$ cat src/hw/rtl/aac_pkg.sv
// shared constants and arctangent table for the axis-angle to rotation matrix block
package aac_pkg;

    // default field widths and cordic length
    localparam int DATA_BITS_DEFAULT     = 16;
    localparam int ANGLE_BITS_DEFAULT    = 16;
    localparam int CORDIC_STAGES_DEFAULT = 16;

    // phase word is 32 bits per turn, cordic x and y are Q2.30 with headroom
    localparam int PHASE_BITS = 32;
    localparam int XY_BITS    = 34;
    localparam int Z_BITS     = 33;
    // quaternion elements fit a signed 32-bit word, products are Q.60
    localparam int E_BITS     = 32;
    localparam int P_BITS     = 2 * E_BITS;
    localparam int S_BITS     = P_BITS + 2;
    // binary point of the products
    localparam int P_FRAC     = 60;

    // starting x: cordic gain compensation, 0.60725293 in Q.30
    localparam logic signed [XY_BITS-1:0] CORDIC_X0 = XY_BITS'(652032874);

    // atan(2^-i) in phase units of 2^32 per turn
    localparam logic [31:0] ATAN_TURNS [32] = '{
        32'h20000000, 32'h12E4051E, 32'h09FB385B, 32'h051111D4,
        32'h028B0D43, 32'h0145D7E1, 32'h00A2F61E, 32'h00517C55,
        32'h0028BE53, 32'h00145F2F, 32'h000A2F98, 32'h000517CC,
        32'h00028BE6, 32'h000145F3, 32'h0000A2FA, 32'h0000517D,
        32'h000028BE, 32'h0000145F, 32'h00000A30, 32'h00000518,
        32'h0000028C, 32'h00000146, 32'h000000A3, 32'h00000051,
        32'h00000029, 32'h00000014, 32'h0000000A, 32'h00000005,
        32'h00000003, 32'h00000001, 32'h00000001, 32'h00000000
    };

endpackage

$ cat src/hw/rtl/aac_cordic_cell.sv
// one rotation-mode cordic cell with its own pipeline register and handshake
module aac_cordic_cell #(
    parameter int DATA_BITS = aac_pkg::DATA_BITS_DEFAULT,
    parameter int STAGE     = 0
) (
    input  logic                                 clk,
    input  logic                                 rst_n,
    input  logic                                 valid_in,
    output logic                                 ready_out,
    input  logic signed [aac_pkg::XY_BITS-1:0]   x_in,
    input  logic signed [aac_pkg::XY_BITS-1:0]   y_in,
    input  logic signed [aac_pkg::Z_BITS-1:0]    z_in,
    input  logic                                 upper_in,
    input  logic signed [DATA_BITS-1:0]          ax_in,
    input  logic signed [DATA_BITS-1:0]          ay_in,
    input  logic signed [DATA_BITS-1:0]          az_in,
    output logic                                 valid_out,
    input  logic                                 ready_in,
    output logic signed [aac_pkg::XY_BITS-1:0]   x_out,
    output logic signed [aac_pkg::XY_BITS-1:0]   y_out,
    output logic signed [aac_pkg::Z_BITS-1:0]    z_out,
    output logic                                 upper_out,
    output logic signed [DATA_BITS-1:0]          ax_out,
    output logic signed [DATA_BITS-1:0]          ay_out,
    output logic signed [DATA_BITS-1:0]          az_out
);
    import aac_pkg::*;

    localparam logic [4:0] K = 5'(STAGE % 32);
    localparam logic signed [Z_BITS-1:0] ATAN_K = Z_BITS'(ATAN_TURNS[K]);

    logic                      valid_reg;
    logic signed [XY_BITS-1:0] x_reg, x_next;
    logic signed [XY_BITS-1:0] y_reg, y_next;
    logic signed [Z_BITS-1:0]  z_reg, z_next;
    logic                      upper_reg;
    logic signed [DATA_BITS-1:0] ax_reg, ay_reg, az_reg;
    logic signed [XY_BITS-1:0] dx, dy;
    logic                      load;

    // register is free when empty or when its item moves on
    assign ready_out = !valid_reg || ready_in;
    assign load      = ready_out && valid_in;

    // micro-rotation towards zero residual
    always_comb
    begin
        dx = y_in >>> K;
        dy = x_in >>> K;
        if (!z_in[Z_BITS-1])
        begin
            x_next = x_in - dx;
            y_next = y_in + dy;
            z_next = z_in - ATAN_K;
        end
        else
        begin
            x_next = x_in + dx;
            y_next = y_in - dy;
            z_next = z_in + ATAN_K;
        end
    end

    // valid flag
    always_ff @(posedge clk or negedge rst_n)
    begin
        if (!rst_n)
        begin
            valid_reg <= 1'b0;
        end
        else if (ready_out)
        begin
            valid_reg <= valid_in;
        end
    end

    // payload
    always_ff @(posedge clk)
    begin
        if (load)
        begin
            x_reg     <= x_next;
            y_reg     <= y_next;
            z_reg     <= z_next;
            upper_reg <= upper_in;
            ax_reg    <= ax_in;
            ay_reg    <= ay_in;
            az_reg    <= az_in;
        end
    end

    assign valid_out = valid_reg;
    assign x_out     = x_reg;
    assign y_out     = y_reg;
    assign z_out     = z_reg;
    assign upper_out = upper_reg;
    assign ax_out    = ax_reg;
    assign ay_out    = ay_reg;
    assign az_out    = az_reg;

endmodule

$ cat config.mk
export PLATFORM = sky130hd
export DESIGN_NAME = aac_cordic_cell
export DESIGN_NICKNAME = d
export VERILOG_FILES = /design/src/hw/rtl/aac_pkg.sv /design/src/hw/rtl/aac_cordic_cell.sv
export SDC_FILE = /design/constraint.sdc
export NUM_CORES = 1
export LEC_CHECK = 0
export ABC_AREA = 1
export BUFFER_PORTS_ARGS = -buffer_cell sky130_fd_sc_hd__buf_2
export CORE_MARGIN = 8
export CORE_UTILIZATION = 45
export CTS_BUF_LIST = sky130_fd_sc_hd__clkbuf_16
export DETAILED_ROUTE_END_ITERATION = 8
export HOLD_SLACK_MARGIN = 0.06
export PLACE_DENSITY = 0.75
export REMOVE_ABC_BUFFERS = 1
export SETUP_SLACK_MARGIN = 0.15
export SYNTH_ARGS = -nofsm -noshare
export SYNTH_HDL_FRONTEND = slang
export SYNTH_SLANG_ARGS = --single-unit
$ cat constraint.sdc
create_clock -name clk -period 25.4 [get_ports clk]
set_clock_uncertainty 0.2 [all_clocks]
set_input_delay 3.81 -clock clk [delete_from_list [all_inputs] [get_ports clk]]
set_output_delay 3.81 -clock clk [all_outputs]
set_load 0.05 [all_outputs]
==> impl_metrics.toml <==
[status]
status = "finished clean"

[worst_hold_path]
holdCritPathClass = "reg2reg"

[power_and_ir_drop]
power_leakage_nw = 6.91
total_power_divided_by_cell_area_mw_per_mm2 = 60.9
irDropWorstVdd_mv = 0.0415

[cts]
clock_tree.root_cell = "sky130_fd_sc_hd__clkbuf_16"
hold_buffers = 0
cts-resized-gates = 0
cts_sinks = 150
cts_max_path_buffers = 2
tritoncts.num_buffers = 17
clkSlewWorstSetupHoldPaths_ns = 0.07
insertion_delay_ns = 0.43
htree_num_levels = 4
cts_tree = "yes"
post_cts_buffers = 0

[final_layout]
utilization = 0.546
finish.cell_count_without_fillers = 2184
drive_above_1_share = 0.226
num-fill-cells = 2511
antenna_cells = 0
area_growth_pct = 19.4
regArea_mm2 = 0.00450
multiInputGateArea_mm2 = 0.00633
final_nets = 2096

[yosys]
netlist-cell-type-count = 46
number_of_warning_messages_in_the_yosys_log = 0
synth_seq_cells = 150
syn-instance-count = 1552
part_of_the_yosys_area_used_for_sequential_elements = 0.377
post_synth.cell_area_avg_um2 = 7.68
syn-cell-area_mm2 = 0.0119

[critical_path]
worstSetupPathType = "in2out"
worst_ep_arrival_time_ns = 4.30
critPathLaunchType = "input pin"
worstPathMaxFanout = 2
cp_data_required_time_ns = 21.39
critPathCaptureType = "primary output"

[floorplan]
die_area_mm2 = 0.0320
core_area_mm2 = 0.0261
overall_die_width_um = 179
initial_utilization = 0.457
io_pins = 306
core.rowCount = 59
fp.dieH_um = 179

[global_routing]
globalRoute.totalOverflow = 0
grt_pass1_vias = 11500
antenna_found_initial = 0
grt_usage = 0.260
first_pass_grt_wire_length_mm = 63.3
grt_start_max_net_pins = 83

[sta]
finalSetupViolations = 0
slew_violations = 0
worst_slew_margin_rel = 0.318
final_critical_path_share_of_the_clock_period = 0.327
min_period_ns = 8.31
setup-tns-final_ns = 0
rsz0062_at_grt = "false"
fmaxAchievable_mhz = 120
worst-slew-pin-transition_ns = 1.02
final_hold_vio_count = 0

[route]
post-route-drc-count = 0
first_pass_iters = 5
totalWireLength_mm = 42.5
avgViaCountPerCell = 5.32
wl_per_cell_um = 19.5
ant_nets = 0
first_iter_violations = 847
vias = 11600

[placed_design]
dpl.hpwl_mm = 35.4
numPlacedInstances = 2152
buffer_ports.inserted = 305
gp_congestion = 0.946

[run]
max_cap_violations = 0
==> registers in the layout, summed over array words and instances, names as in the netlist <==
name	count
az_out	16
ay_out	16
upper_out	1
valid_out	1
x_out	33
z_out	33
y_out	34
ax_out	16
==> placed cells by master, fill, tap and decap left out, types with 5 or more instances in the layout <==
cell and n:
sky130_fd_sc_hd__a21o_1 7, sky130_fd_sc_hd__a21oi_1 125, sky130_fd_sc_hd__buf_2 305, sky130_fd_sc_hd__clkbuf_16 17, sky130_fd_sc_hd__edfxtp_1 149, sky130_fd_sc_hd__ha_1 102, sky130_fd_sc_hd__inv_1 200, sky130_fd_sc_hd__inv_2 15
sky130_fd_sc_hd__inv_8 6, sky130_fd_sc_hd__nand2_1 389, sky130_fd_sc_hd__nand2_2 13, sky130_fd_sc_hd__nand3_1 143, sky130_fd_sc_hd__nand4_1 11, sky130_fd_sc_hd__nor2_1 122, sky130_fd_sc_hd__nor2_2 18, sky130_fd_sc_hd__nor3_1 12
sky130_fd_sc_hd__o211ai_1 5, sky130_fd_sc_hd__o21ai_0 79, sky130_fd_sc_hd__o21ai_1 19, sky130_fd_sc_hd__o21bai_1 12, sky130_fd_sc_hd__o22ai_1 7, sky130_fd_sc_hd__xor2_1 25
==> report_power, final <==
part / leakage [nW] / internal (W) / switching, W / total [W]
clock network: 0.306 / 0.000144 / 0.000130 / 0.000274
logic: 5.18 / 0.0000762 / 0.000215 / 0.000291
registers: 1.43 / 0.000298 / 0.00000466 / 0.000303
==> per-stage QoR <==
stage	hold slack, ns	instance area (um2)	setup slack, ns	power, W
after floorplan	0.933	11600	13.48	0.000512
final	0.405	14200	17.09	0.000867
after CTS	0.420	14200	17.09	0.000870
after detailed placement	0.403	13600	17.09	0.000596
after global placement	0.356	13600	17.10	0.000592
after global routing	0.448	14200	17.05	0.000908
==> metal layers <==
layer / GRT usage / vias up / wire length [um]
met5: 0 / - / 0
met3: 0.0442 / 54 / 2950
met2: 0.455 / 435 / 20700
li1: - / 5705 / -
met1: 0.325 / 5430 / 18000
met4: 0.0727 / 0 / 893
==> final timing paths <==
| path | start | to | slack (ns) | cells after the start |
|---|---|---|---|---|
| setup / recovery | ready_in | ready_out | 17.09 | 4 |
| hold / removal | valid_out | valid_out | 0.40 | 2 |
| setup reg to reg | valid_out | x_out[33] | 22.56 | 3 |
| hold reg to reg | valid_out | valid_out | 0.40 | 2 |
| max in group asynchronous | rst_n | valid_out | 21.97 | 1 |
| min in group asynchronous | rst_n | valid_out | 2.94 | 1 |
==> worst max-delay path, cell delays in order <==
cell and delay [ns]:
sky130_fd_sc_hd__buf_2 0.10, sky130_fd_sc_hd__inv_1 0.10, sky130_fd_sc_hd__nand2_1 0.08, sky130_fd_sc_hd__buf_2 0.21
==> Yosys cell counts (all sizes together) <==
cell type | count | area share
nand3b | 1 | 0.00063
fa | 4 | 0.0067
o21ai | 102 | 0.044
nand3 | 147 | 0.063
xor2 | 25 | 0.018
buf | 37 | 0.023
a21o | 7 | 0.0044
nor4 | 5 | 0.0047
o21bai | 12 | 0.0076
a31oi | 3 | 0.0016
a211oi | 1 | 0.00063
and2 | 1 | 0.00053
nor2 | 143 | 0.051
o211ai | 6 | 0.0042
o21a | 3 | 0.0019
nand4 | 11 | 0.0058
inv | 215 | 0.068
o22ai | 7 | 0.0037
nand2 | 404 | 0.13
a21boi | 1 | 0.00094
xnor2 | 1 | 0.00073
dfrtp | 1 | 0.0021
nor3 | 15 | 0.0076
o31ai | 3 | 0.0019
mux2i | 2 | 0.0017
ha | 102 | 0.11
a21oi | 130 | 0.056
clkbuf | 7 | 0.0022
or2 | 7 | 0.0037
edfxtp | 149 | 0.38
==> cell families after synthesis <==
kind of cell / synth area share
flip-flops: 0.377
AND/OR/NAND/NOR: 0.268
adder cells (fa/ha/maj): 0.114
AO/OA/AOI/OAI: 0.127
multiplexers: 0.00168
XOR/XNOR: 0.0191
buffers and inverters: 0.0926
==> layout make-up <==
type                            instances  area share
Sequential cell                       150       0.316
Timing Repair Buffer                  309       0.109
Multi-Input combinational cell       1143       0.445
Clock buffer                           17      0.0299
Inverter                              215      0.0567
Clock inverter                         15      0.0139
Tap cell                              335      0.0294
No activity file was read; power rests on OpenSTA's default activity.
